--- src/hw/rtl/sfs_pkg.sv ---
package sfs_pkg;

  // Fixed widths of the request and result fields.
  localparam int unsigned CMD_W      = 2;
  localparam int unsigned SLOT_IDX_W = 8;
  localparam int unsigned ENTRY_W    = 64;
  localparam int unsigned OUT_SLOT_W = 6;
  localparam int unsigned COUNT_W    = 6;

  // Request commands. The fourth code is not defined and does nothing.
  typedef enum logic [CMD_W-1:0] {
    CMD_ADD    = 2'd0,
    CMD_REMOVE = 2'd1,
    CMD_READ   = 2'd2
  } cmd_e;

  // Control of the free stack for one cycle.
  typedef struct packed {
    logic rd;    // read the entry on top of the stack
    logic pop;   // drop the top entry
    logic push;  // push a slot number
  } stk_ctrl_t;

  // Control of the slot table for one cycle.
  typedef struct packed {
    logic rd;    // read data word and used bit
    logic wr;    // write data word and set the used bit
    logic clr;   // clear the used bit
  } tbl_ctrl_t;

endpackage

--- src/hw/rtl/sfs_free_stack.sv ---
module sfs_free_stack #(
  parameter int unsigned NUM_SLOTS = 32
) (
  input  logic                          clk_i,
  input  logic                          rst_ni,
  input  sfs_pkg::stk_ctrl_t            ctrl_i,
  input  logic [$clog2(NUM_SLOTS)-1:0]  push_slot_i,
  output logic [$clog2(NUM_SLOTS)-1:0]  top_slot_o,
  output logic [$clog2(NUM_SLOTS+1)-1:0] depth_o
);

  localparam int unsigned PTR_W = $clog2(NUM_SLOTS);
  localparam int unsigned CNT_W = $clog2(NUM_SLOTS + 1);

  logic [PTR_W-1:0]     stack_mem [NUM_SLOTS];
  logic [NUM_SLOTS-1:0] written_q, written_d;
  logic [CNT_W-1:0]     depth_q, depth_d;
  logic [PTR_W-1:0]     top_addr, push_addr;
  logic                 can_push;
  logic [PTR_W-1:0]     rd_mem_q, rd_addr_q;
  logic                 rd_written_q;

  assign top_addr  = PTR_W'(depth_q - CNT_W'(1));
  assign push_addr = PTR_W'(depth_q);
  assign can_push  = depth_q < CNT_W'(NUM_SLOTS);

  // An entry that was never pushed reads as its own position.
  assign top_slot_o = rd_written_q ? rd_mem_q : rd_addr_q;
  assign depth_o    = depth_q;

  always_comb begin
    depth_d   = depth_q;
    written_d = written_q;
    if (ctrl_i.pop) begin
      depth_d = depth_q - CNT_W'(1);
    end else if (ctrl_i.push && can_push) begin
      depth_d              = depth_q + CNT_W'(1);
      written_d[push_addr] = 1'b1;
    end
  end

  always_ff @(posedge clk_i) begin
    if (ctrl_i.push && can_push) begin
      stack_mem[push_addr] <= push_slot_i;
    end
    if (ctrl_i.rd) begin
      rd_mem_q     <= stack_mem[top_addr];
      rd_written_q <= written_q[top_addr];
      rd_addr_q    <= top_addr;
    end
  end

  always_ff @(posedge clk_i or negedge rst_ni) begin
    if (!rst_ni) begin
      depth_q   <= CNT_W'(NUM_SLOTS);
      written_q <= '0;
    end else begin
      depth_q   <= depth_d;
      written_q <= written_d;
    end
  end

`ifndef SYNTHESIS
  // Popping an empty stack would corrupt the depth.
  a_pop_not_empty: assert property (@(posedge clk_i) disable iff (!rst_ni)
    ctrl_i.pop |-> depth_q != '0)
    else $error("free stack popped while empty");

  // Every free slot fits on the stack, so a push never finds it full.
  a_push_has_room: assert property (@(posedge clk_i) disable iff (!rst_ni)
    ctrl_i.push |-> can_push)
    else $error("free stack pushed while full");
`endif

endmodule

--- src/hw/rtl/sfs_slot_table.sv ---
module sfs_slot_table #(
  parameter int unsigned NUM_SLOTS  = 32,
  parameter int unsigned DATA_WIDTH = 64
) (
  input  logic                         clk_i,
  input  logic                         rst_ni,
  input  sfs_pkg::tbl_ctrl_t           ctrl_i,
  input  logic [$clog2(NUM_SLOTS)-1:0] rd_addr_i,
  input  logic [$clog2(NUM_SLOTS)-1:0] wr_addr_i,
  input  logic [DATA_WIDTH-1:0]        wr_data_i,
  output logic [DATA_WIDTH-1:0]        rd_data_o,
  output logic                         rd_used_o
);

  logic [DATA_WIDTH-1:0] data_mem [NUM_SLOTS];
  logic [NUM_SLOTS-1:0]  used_q, used_d;
  logic [DATA_WIDTH-1:0] rd_data_q;
  logic                  rd_used_q;

  assign rd_data_o = rd_data_q;
  assign rd_used_o = rd_used_q;

  always_comb begin
    used_d = used_q;
    if (ctrl_i.wr) begin
      used_d[wr_addr_i] = 1'b1;
    end else if (ctrl_i.clr) begin
      used_d[wr_addr_i] = 1'b0;
    end
  end

  always_ff @(posedge clk_i) begin
    if (ctrl_i.wr) begin
      data_mem[wr_addr_i] <= wr_data_i;
    end
    if (ctrl_i.rd) begin
      rd_data_q <= data_mem[rd_addr_i];
      rd_used_q <= used_q[rd_addr_i];
    end
  end

  always_ff @(posedge clk_i or negedge rst_ni) begin
    if (!rst_ni) begin
      used_q <= '0;
    end else begin
      used_q <= used_d;
    end
  end

`ifndef SYNTHESIS
  // A slot handed out by an add must have been free.
  a_alloc_free_slot: assert property (@(posedge clk_i) disable iff (!rst_ni)
    ctrl_i.wr |-> !used_q[wr_addr_i])
    else $error("allocated a slot that is already in use");

  // A remove only releases a slot that is in use.
  a_release_used_slot: assert property (@(posedge clk_i) disable iff (!rst_ni)
    ctrl_i.clr |-> used_q[wr_addr_i])
    else $error("released a slot that is not in use");
`endif

endmodule

--- src/hw/rtl/slot_allocator_free_stack_core.sv ---
// A request is accepted in IDLE and the memories are read on acceptance; in EXEC, once the
// result register is free, the result is loaded and the memories are written back, and the
// next request is taken only after that write.
// Reset: all slot numbers are free (slot NUM_SLOTS-1 on top), no slot in use and the
// live count is zero. The data memory is not cleared; its data is used only for used slots.
module slot_allocator_free_stack_core #(
  parameter int unsigned NUM_SLOTS  = 32,
  parameter int unsigned DATA_WIDTH = 64
) (
  input  logic                               clk_i,
  input  logic                               rst_ni,
  // Request channel.
  input  logic                               in_valid_i,
  output logic                               in_stall_o,
  input  logic [sfs_pkg::CMD_W-1:0]          command_i,
  input  logic [sfs_pkg::SLOT_IDX_W-1:0]     slot_index_i,
  input  logic [sfs_pkg::ENTRY_W-1:0]        entry_data_i,
  // Result channel.
  output logic                               out_valid_o,
  input  logic                               out_stall_i,
  output logic                               ok_o,
  output logic [sfs_pkg::OUT_SLOT_W-1:0]     given_slot_o,
  output logic [sfs_pkg::ENTRY_W-1:0]        read_data_o,
  output logic [sfs_pkg::COUNT_W-1:0]        live_count_o
);

  localparam int unsigned PTR_W = $clog2(NUM_SLOTS);
  localparam int unsigned CNT_W = $clog2(NUM_SLOTS + 1);
  localparam int unsigned IDX_W = sfs_pkg::SLOT_IDX_W;

  // Two-state sequencer: IDLE takes a request and launches the memory reads,
  // EXEC uses the read data, writes back and loads the result register.
  localparam logic ST_IDLE = 1'b0;
  localparam logic ST_EXEC = 1'b1;

  logic state_q, state_d;

  // The request held for the EXEC cycle.
  sfs_pkg::cmd_e         cmd_q;
  logic [IDX_W-1:0]      idx_q;
  logic [DATA_WIDTH-1:0] data_q;

  logic [CNT_W-1:0] live_q, live_d;

  // Result register. It parts the two channels, so a finished result may wait
  // while the next request is already taken and read.
  logic                              out_valid_q, out_valid_d;
  logic                              ok_q, ok_d;
  logic [sfs_pkg::OUT_SLOT_W-1:0]    given_q, given_d;
  logic [sfs_pkg::ENTRY_W-1:0]       rdata_q, rdata_d;
  logic [sfs_pkg::COUNT_W-1:0]       count_q, count_d;

  logic in_accept;
  logic out_load;
  logic in_range_i, idx_ok;

  sfs_pkg::stk_ctrl_t stk_ctrl;
  sfs_pkg::tbl_ctrl_t tbl_ctrl;
  logic [PTR_W-1:0]      top_slot;
  logic [CNT_W-1:0]      depth;
  logic [PTR_W-1:0]      tbl_wr_addr;
  logic [DATA_WIDTH-1:0] tbl_rd_data;
  logic                  tbl_rd_used;

  // A new request is taken only in IDLE. Because every memory write happens at the
  // edge that ends EXEC, the reads launched on acceptance always see the updated
  // stack and table: no forwarding path is needed.
  assign in_stall_o = (state_q != ST_IDLE);
  assign in_accept  = in_valid_i && !in_stall_o;

  // EXEC completes once the result register is free or is being emptied.
  assign out_load = (state_q == ST_EXEC) && (!out_valid_q || !out_stall_i);

  assign in_range_i = ({1'b0, slot_index_i} < (IDX_W + 1)'(NUM_SLOTS));
  assign idx_ok     = ({1'b0, idx_q} < (IDX_W + 1)'(NUM_SLOTS));

  always_comb begin
    state_d = state_q;
    unique case (state_q)
      ST_IDLE: begin
        if (in_accept) begin
          state_d = ST_EXEC;
        end
      end
      ST_EXEC: begin
        if (out_load) begin
          state_d = ST_IDLE;
        end
      end
      default: begin
        state_d = ST_IDLE;
      end
    endcase
  end

  // Execute the held request against the read data.
  always_comb begin
    stk_ctrl     = '0;
    tbl_ctrl     = '0;
    tbl_wr_addr  = top_slot;
    live_d       = live_q;
    ok_d         = 1'b0;
    given_d      = '0;
    rdata_d      = '0;

    // Reads go out with the request; a read index outside the pool is not issued.
    stk_ctrl.rd = in_accept;
    tbl_ctrl.rd = in_accept && in_range_i;

    if (out_load) begin
      case (cmd_q)
        sfs_pkg::CMD_ADD: begin
          // Every free slot sits on the stack (live count plus depth is always the
          // pool size), so an empty stack means the pool is full.
          if (depth != '0) begin
            stk_ctrl.pop = 1'b1;
            tbl_ctrl.wr  = 1'b1;
            tbl_wr_addr  = top_slot;
            live_d       = live_q + CNT_W'(1);
            ok_d         = 1'b1;
            given_d      = sfs_pkg::OUT_SLOT_W'(top_slot);
          end else begin
            given_d = sfs_pkg::OUT_SLOT_W'(NUM_SLOTS);
          end
        end
        sfs_pkg::CMD_REMOVE: begin
          if (idx_ok && tbl_rd_used) begin
            stk_ctrl.push = 1'b1;
            tbl_ctrl.clr  = 1'b1;
            tbl_wr_addr   = idx_q[PTR_W-1:0];
            live_d        = live_q - CNT_W'(1);
            ok_d          = 1'b1;
          end
        end
        sfs_pkg::CMD_READ: begin
          if (idx_ok && tbl_rd_used) begin
            ok_d    = 1'b1;
            rdata_d = sfs_pkg::ENTRY_W'(tbl_rd_data);
          end
        end
        default: begin
          ok_d = 1'b0;
        end
      endcase
    end

    count_d = sfs_pkg::COUNT_W'(live_d);

    out_valid_d = out_valid_q;
    if (out_load) begin
      out_valid_d = 1'b1;
    end else if (!out_stall_i) begin
      out_valid_d = 1'b0;
    end
  end

  sfs_free_stack #(
    .NUM_SLOTS (NUM_SLOTS)
  ) u_free_stack (
    .clk_i       (clk_i),
    .rst_ni      (rst_ni),
    .ctrl_i      (stk_ctrl),
    .push_slot_i (idx_q[PTR_W-1:0]),
    .top_slot_o  (top_slot),
    .depth_o     (depth)
  );

  sfs_slot_table #(
    .NUM_SLOTS  (NUM_SLOTS),
    .DATA_WIDTH (DATA_WIDTH)
  ) u_slot_table (
    .clk_i     (clk_i),
    .rst_ni    (rst_ni),
    .ctrl_i    (tbl_ctrl),
    .rd_addr_i (slot_index_i[PTR_W-1:0]),
    .wr_addr_i (tbl_wr_addr),
    .wr_data_i (data_q),
    .rd_data_o (tbl_rd_data),
    .rd_used_o (tbl_rd_used)
  );

  // Request and result payload registers.
  always_ff @(posedge clk_i) begin
    if (in_accept) begin
      cmd_q  <= sfs_pkg::cmd_e'(command_i);
      idx_q  <= slot_index_i;
      data_q <= entry_data_i[DATA_WIDTH-1:0];
    end
    if (out_load) begin
      ok_q    <= ok_d;
      given_q <= given_d;
      rdata_q <= rdata_d;
      count_q <= count_d;
    end
  end

  always_ff @(posedge clk_i or negedge rst_ni) begin
    if (!rst_ni) begin
      state_q     <= ST_IDLE;
      live_q      <= '0;
      out_valid_q <= 1'b0;
    end else begin
      state_q     <= state_d;
      live_q      <= live_d;
      out_valid_q <= out_valid_d;
    end
  end

  assign out_valid_o  = out_valid_q;
  assign ok_o         = ok_q;
  assign given_slot_o = given_q;
  assign read_data_o  = rdata_q;
  assign live_count_o = count_q;

`ifndef SYNTHESIS
  // Live slots and free stack entries always account for the whole pool.
  a_pool_balance: assert property (@(posedge clk_i) disable iff (!rst_ni)
    ({1'b0, live_q} + {1'b0, depth}) == (CNT_W + 1)'(NUM_SLOTS))
    else $error("live count and stack depth do not add up to the pool size");

  // An accepted request always moves to the execute cycle.
  a_accept_exec: assert property (@(posedge clk_i) disable iff (!rst_ni)
    in_accept |=> state_q == ST_EXEC)
    else $error("accepted request did not enter execute");
`endif

endmodule
--- config.mk ---
export PLATFORM = sky130hd
export DESIGN_NAME = slot_allocator_free_stack_core
export DESIGN_NICKNAME = d
export VERILOG_FILES = /design/src/hw/rtl/sfs_pkg.sv /design/src/hw/rtl/sfs_free_stack.sv /design/src/hw/rtl/sfs_slot_table.sv /design/src/hw/rtl/slot_allocator_free_stack_core.sv
export SDC_FILE = /design/constraint.sdc
export NUM_CORES = 2
export LEC_CHECK = 0
export BUFFER_PORTS_ARGS = -buffer_cell sky130_fd_sc_hd__buf_2
export CAP_MARGIN = 20
export CORE_ASPECT_RATIO = 0.8
export CORE_MARGIN = 4
export CORE_UTILIZATION = 50
export CTS_CLUSTER_DIAMETER = 50
export DETAILED_ROUTE_END_ITERATION = 8
export PLACE_DENSITY = 0.66
export SLEW_MARGIN = 15
export SYNTH_ARGS = -nofsm -noshare
export SYNTH_HDL_FRONTEND = slang
export SYNTH_SLANG_ARGS = --single-unit
--- constraint.sdc ---
create_clock -name clk_i -period 8.44 [get_ports clk_i]
set_input_delay 2.11 -clock clk_i [delete_from_list [all_inputs] [get_ports clk_i]]
set_output_delay 2.11 -clock clk_i [all_outputs]
set_load 0.05 [all_outputs]
# Yosys cells after proc, flatten, opt, wreduce, memory -nomap -nowiden
# Memories as Yosys holds them, arrays and structs flattened. A register that Yosys moved wholly into a read port is not among the register bits.
# Cells that the tools add are included.
dict set report word_totals {
  register_bits 236
  latchBits 0
  ram_bits 2208
  rom_bits 0
  in_bits 78
  output_inout_bits 79
  elab_cells 96
  memories 2
}
dict set report classes {
  add_sub_neg 4
  multipliers 0
  n_div 0
  order_cmp 9
  n_eq_ne 3
  shift 0
  n_mux 36
  bitwise_logic 6
  reduce_logical 19
}
# name words word_bits read_ports rd_ports_with_merged_regs wr line
set memory_table {}
lappend memory_table {u_slot_table.data_mem 32 64 1 1 1 sfs_slot_table.sv:15} ;# logic [DATA_WIDTH-1:0] data_mem [NUM_SLOTS];
lappend memory_table {u_free_stack.stack_mem 32 5 1 1 1 sfs_free_stack.sv:15} ;# logic [PTR_W-1:0] stack_mem [NUM_SLOTS];
# op count
set ops {}
lappend ops {{32-bit 2-to-1 mux} 2}
lappend ops {{32-bit bitwise OR} 2}
lappend ops {{6-bit 2-to-1 mux} 6}
lappend ops {{32-bit AND} 1}
lappend ops {{32-bit NOT} 1}
lappend ops {{5-bit by 6-bit less-than comparator with 1-bit output (second input constant)} 4}
lappend ops {{5-bit 2-to-1 mux} 4}
lappend ops {{8-bit by 6-bit less-than comparator with 1-bit output (second input constant)} 2}
lappend ops {{1-bit 2-to-1 mux} 16}
lappend ops {{6-bit by 1-bit adder with 6-bit output (second input constant)} 2}
lappend ops {{6-bit case mux with 2 select lines} 1}
lappend ops {{6-bit by 1-bit subtractor with 6-bit output (second input constant)} 2}
lappend ops {{1-bit binary-select mux with 5-bit select} 2}
lappend ops {{1-bit demux with 5-bit select} 2}
lappend ops {{5-bit by 1-bit greater-or-equal comparator with 1-bit output (second input constant)} 2}
lappend ops {{1-bit logical AND} 7}
lappend ops {{6-bit less-than comparator (second input constant)} 1}
lappend ops {{2-bit AND reduction} 3}
lappend ops {{6-bit nonzero test} 1}
lappend ops {{1-bit case mux with 2 select lines} 2}
lappend ops {{2-bit nonzero test} 2}
lappend ops {{1-bit logical NOT} 3}
lappend ops {{2-bit by 1-bit equality test with 1-bit output (second input constant)} 1}
lappend ops {{2-bit equality test (second input constant)} 1}
lappend ops {{other kinds (6)} 7}

# Logic depth before layout (Yosys ltp)
dict set report depth {
  depth_word 13
  depth_mapped 11
  mapped_depth_nobuf 7
}

# By module
# A second synthesis with hierarchy kept.
dict set report unflattened {
  cells_unflattened 4289
  area_unflattened_um2 94871.0
}
# mod n_inst cells_each area_per_inst_um2 seq_area_each_um2
set modules_own_cells {}
lappend modules_own_cells {sfs_slot_table 1 3481 80285.8 64251.6}
lappend modules_own_cells {sfs_free_stack 1 477 8715.9 6087.1}
lappend modules_own_cells {slot_allocator_free_stack_core 1 331 5869.4 4734.5}

# Worst setup path after synthesis
# Ideal clock, no wire load.
dict set report synth_timing {
  path_type {input -> register}
  start {input slot_index_i[6] (netlist bit)}
  end {register u_slot_table.rd_data_q[0], in the netlist u_slot_table.rd_data_o[0] (read register of u_slot_table.data_mem), enable pin}
  setup_ns 0.655
  arrival_ns 8.485
  required_ns 7.785
  slack_ns -0.700
  stages 1
  path_buffers 0
  path_cell_list {nor4_1}
}
dict set report synth_via {
  elab_chain_len 2
}
# element line
set synth_rtl {}
lappend synth_rtl {{from (decl)} slot_allocator_free_stack_core.sv:16} ;# input logic [sfs_pkg::SLOT_IDX_W-1:0] slot_index_i,
lappend synth_rtl {{8-bit by 6-bit less-than comparator with 1-bit output} slot_allocator_free_stack_core.sv:74} ;# assign in_range_i = ({1'b0, slot_index_i} < (IDX_W + 1)'(NUM_SLOTS));
lappend synth_rtl {{1-bit logical AND} slot_allocator_free_stack_core.sv:108} ;# tbl_ctrl.rd = in_accept && in_range_i;
lappend synth_rtl {{to (decl)} sfs_slot_table.sv:17} ;# logic [DATA_WIDTH-1:0] rd_data_q;
# Every way passes these cells.
# A chain may end at the register's enable or synchronous reset.

# Worst setup path after layout
dict set report layout_timing {
  start {input out_stall_i}
  end {memory u_slot_table.data_mem[16][14], enable pin}
}
dict set report layout_via {
  elab_chain_len 6
  word_cells_on_any_way 7
  classes_between {mux (4); reduce/logical (3)}
}
# element line
set layout_rtl {}
lappend layout_rtl {{from (decl)} slot_allocator_free_stack_core.sv:20} ;# input logic out_stall_i,
lappend layout_rtl {{1-bit logical NOT *} -}
lappend layout_rtl {{1-bit logical OR *} slot_allocator_free_stack_core.sv:72} ;# assign out_load = (state_q == ST_EXEC) && (!out_valid_q || !out_stall_i);
lappend layout_rtl {{1-bit logical AND *} slot_allocator_free_stack_core.sv:72}
lappend layout_rtl {{2-bit 2-to-1 mux} slot_allocator_free_stack_core.sv:110} ;# if (out_load) begin
lappend layout_rtl {{1-bit 2-to-1 mux} sfs_slot_table.sv:33} ;# if (ctrl_i.wr) begin
lappend layout_rtl {{1-bit 2-to-1 mux (not written as such)} sfs_slot_table.sv:34} ;# data_mem[wr_addr_i] <= wr_data_i;
lappend layout_rtl {{to (decl)} sfs_slot_table.sv:15}
# Mark *: on every way between the ends. The rest lies on a longest branch, timed or not.

==> results by group <==
Outcome
  • Status: completed

Setup path
  • Worst-path fanout max: 52
  • Critical path's top delay family: compound AO/OA/AOI/OAI gates
  • CP Class: in2reg
  • Critical path buffers and inverters: 3
  • Worst EP arrival: roughly 5.5 ns
  • CP startpoint kind: input pin
  • Critical Path RT: between 8 and 9 ns
  • Slowest cell on crit path: buf_4
  • Critical path startpoint: out_stall_i
  • Crit path cell chain: buf_2 > a21bo_2 > inv_6 > o211ai_2 > a311o_1 > nor2_4 > buf_4
  • Reg2reg start: idx_q[7]$_DFFE_PP_
  • Slowest stage delay, CP: a little over 0.9 ns
  • Crit end category: register

Logic synthesis
  • Synth top area cells: edfxtp_1 (76%), mux4_2 (15%), dfrtp_1 (2.0%), mux2_2 (1.0%), mux2i_1 (0.73%)
  • Most frequent cell after synthesis: edfxtp_1
  • Ys flop type: edfxtp_1
  • Seq/Total Area, Yosys: 0.783
  • Mapped Nets: around 4200
  • Synth Warn #: 0
  • Commonest cells in the netlist: edfxtp_1 (2435), mux4_2 (656), clkbuf_1 (117), nor2_1 (90), mux2_2 (86)
  • Area leader, netlist: edfxtp_1
  • Post-Syn Area: between 0.09 and 0.1 mm^2
  • Distinct cell type count after synthesis: just over 70
  • Post-synth EDFFs: about 2400
  • Post-synth ARST share: 0.0310
  • Seq cells post-synth: roughly 2500
  • Synth top area share: 0.763
  • Synth Instances: a little over 4000
  • Synth Area per Inst: between 20 and 25 um^2

STA
  • Max Slew Vio Count: 0
  • Max-slew headroom: 0.273
  • RSZ-0062 raised after global routing: false
  • Setup violations, final: 0
  • Top achievable clock speed: between 0.15 and 0.2 GHz
  • Post-layout min period: between 5 and 6 ns
  • Worst Tran Pin Value: around 1.1 ns
  • Total negative setup slack: 0 ns
  • Clk_skew: slightly below 0.03 ns
  • Hold Fails Final Rpt: 0
  • Crit share post-route: 0.594
  • Hold WS: 0.470 ns

Detailed routing
  • Final wirelength: between 200 and 250 mm
  • Initial DRC Count: around 4800
  • Routed WL per cell: slightly above 30 um
  • Drt drc: 0
  • Routed vias: 43800
  • Avg Vias per Cell: around 6
  • 1st-pass router iterations: 5
  • Final ANT Viol Nets: 0

Power
  • Sw Share: 0.237
  • Net Sw Power: 6.45 mW
  • Clock share of power: 0.367
  • Max rail drop VDD: around 0.22 mV
  • Leakage power: roughly 34 nW
  • Sequential Power Share: 0.532
  • Pwr/cell area: about 250 mW/mm^2
  • Comb pwr share: 0.101
  • Int Pwr: ~21 mW

Finish
  • Layout cells sized above 1: 0.301
  • Antenna cells: 0
  • Final cell count without fillers: 7102
  • Area grow syn2layout: 12.5%
  • Nets@finish: between 4000 and 5000
  • Finished Cell Area: approximately 0.11 mm^2

Clocking
  • Worst skew pair latency: 0.85 ns
  • Setup Buffers After CTS: 0
  • CTS H-tree depth: 4
  • CTS Sinks: ~2500
  • Root Driver: clkbuf_16
  • Total CTS buffers: approximately 230
  • Clk slew on worst S/H paths: 0.06 ns
  • Resize count post-CTS: 0
  • CTS Buffer Depth: 3
  • TritonCTS clock tree: built
  • Hold_buf cts: 0

GRT
  • Largest net degree at the start of global routing: approximately 140
  • GRT overflow: 0
  • Vias in the first global route: approximately 44000
  • Initial antenna violation count: 6
  • First-pass GRT wire length: 317 mm
  • GRT Util Overall: 0.219

Hold path
  • Hold_sp: u_free_stack.written_q[31]$_DFFE_PN0P_
  • HP Class: reg2reg

Floorplanning
  • Initial Utilization: 0.504
  • Core outline area: around 0.19 mm^2
  • FP Rows: 143
  • Die H: approximately 400 um
  • Boundary Pins: between 150 and 200
  • Die area: just under 0.2 mm^2
  • Chip width: 498 um

Placement
  • Placed Area: 0.100 mm^2
  • Dpl cells: approximately 6700
  • GP Congestion: about 0.86
  • Final HPWL DP: 116 mm
  • I/O Buffers: 156

Flow run
  • Max_cap viols: 0
metal layers:
metal,up-vias,routed length (um),GRT usage
li1,18100,-,-
met1,23700,92300,0.327
met2,1751,104000,0.346
met3,286,15500,0.0367
met4,0,4650,0.0491
met5,-,0,0
through the flow:
step	power [mW]	utilization	setup slack, ns
2_1_floorplan	16.4	-	-0.250
3_3_place_gp	17.4	0.527	2.68
3_5_place_dp	17.4	0.527	2.61
4_1_cts	27.4	0.565	3.53
5_1_grt	28.1	0.567	3.29
6_report	27.2	0.567	3.43
power by group through the flow:
stage	Clock [mW]	Sequential, mW	Combinational, mW
after floorplan	0	14.7	1.71
after global placement	0	14.7	2.65
after detailed placement	0	14.8	2.68
after CTS	10.2	14.5	2.69
after global routing	10.7	14.5	2.91
final	9.97	14.5	2.73
flip-flops by register name (all words and copies together) (netlist names), named ones only:
signal                     cells
idx_q                          8
live_count_o                   6
u_slot_table.rd_used_o         1
u_free_stack.rd_addr_q         5
data_q                        64
u_free_stack.depth_o           6
u_free_stack.rd_written_q      1
u_free_stack.written_q        32
given_slot_o                   6
cmd_q                          2
read_data_o                   64
in_stall_o                     1
u_free_stack.rd_mem_q          5
live_q                         6
ok_o                           1
out_valid_o                    1
u_slot_table.rd_data_o        64
u_free_stack.stack_mem       160
u_slot_table.data_mem       2048
cell families (layout without fill, tap and decap cells):
| family | Yosys count | in the layout | synth area share |
|---|---|---|---|
| xor gates and xnor gates | 8 | 8 | 0.000731 |
| adders and majority gates | 10 | 10 | 0.00131 |
| and+or+nand+nor | 276 | 276 | 0.0154 |
| muxes | 812 | 812 | 0.172 |
| DFF | 2513 | 2513 | 0.783 |
| AOI/OAI and AO/OA | 239 | 239 | 0.0175 |
| buffers and inverters | 234 | 707 | 0.0103 |
worst register-to-register path, cell delays in order, from the launching register on:
cell      delay [ns]
edfxtp_1        0.42
nor4b_4         0.28
buf_4           0.44
buf_4           0.74
nand3_1         0.51
nor4b_1         0.39
a31oi_1         0.10
buf_4           0.23
nor2_4          0.71
buf_4           0.61
final timing paths:
path	slack (ns)	endpoint	cells after the start
hold / removal	0.47	u_free_stack.written_q[31]$_DFFE_PN0P_	1
max in group asynchronous	6.09	u_free_stack.depth_o[0]$_DFFE_PN0P_	2
setup / recovery	3.43	u_slot_table.data_mem[16][14]$_DFFE_PP_	7
min in group asynchronous	1.19	in_stall_o$_DFF_PN0_	1
setup reg to reg	3.61	u_slot_table.data_mem[7][23]$_DFFE_PP_	9
hold reg to reg	0.47	u_free_stack.written_q[31]$_DFFE_PN0P_	1
final cells by class:
| type | instances | area [um^2] |
|---|---|---|
| Timing Repair Buffer | 267 | 2180 |
| Tap cell | 2537 | 3170 |
| Multi-Input combinational cell | 1345 | 20100 |
| Clock buffer | 313 | 6380 |
| Inverter | 17 | 73.8 |
| Fill cell | 13700 | 82400 |
| Sequential cell | 2513 | 75100 |
| Clock inverter | 110 | 821 |
placed cells by master, fill, tap and decap left out, types with 27 or more instances in the layout:
master     Yosys  layout
buf_2         79     151
o21ai_0       62      62
buf_4          3      61
clkbuf_16      0     241
clkinv_2       0      27
edfxtp_1    2435    2435
mux2i_1       70      70
nor2_4         0      32
dfrtp_1       77      76
a221oi_1      33      33
nor2_1        90      58
clkinv_1       1      56
mux4_2       656     656
nand2_1       35      35
clkbuf_1     117      64
and3_1        67      67
o21bai_1      32      32
buf_12         0      29
mux2_2        86      86
(Power assumes the default switching activity.)
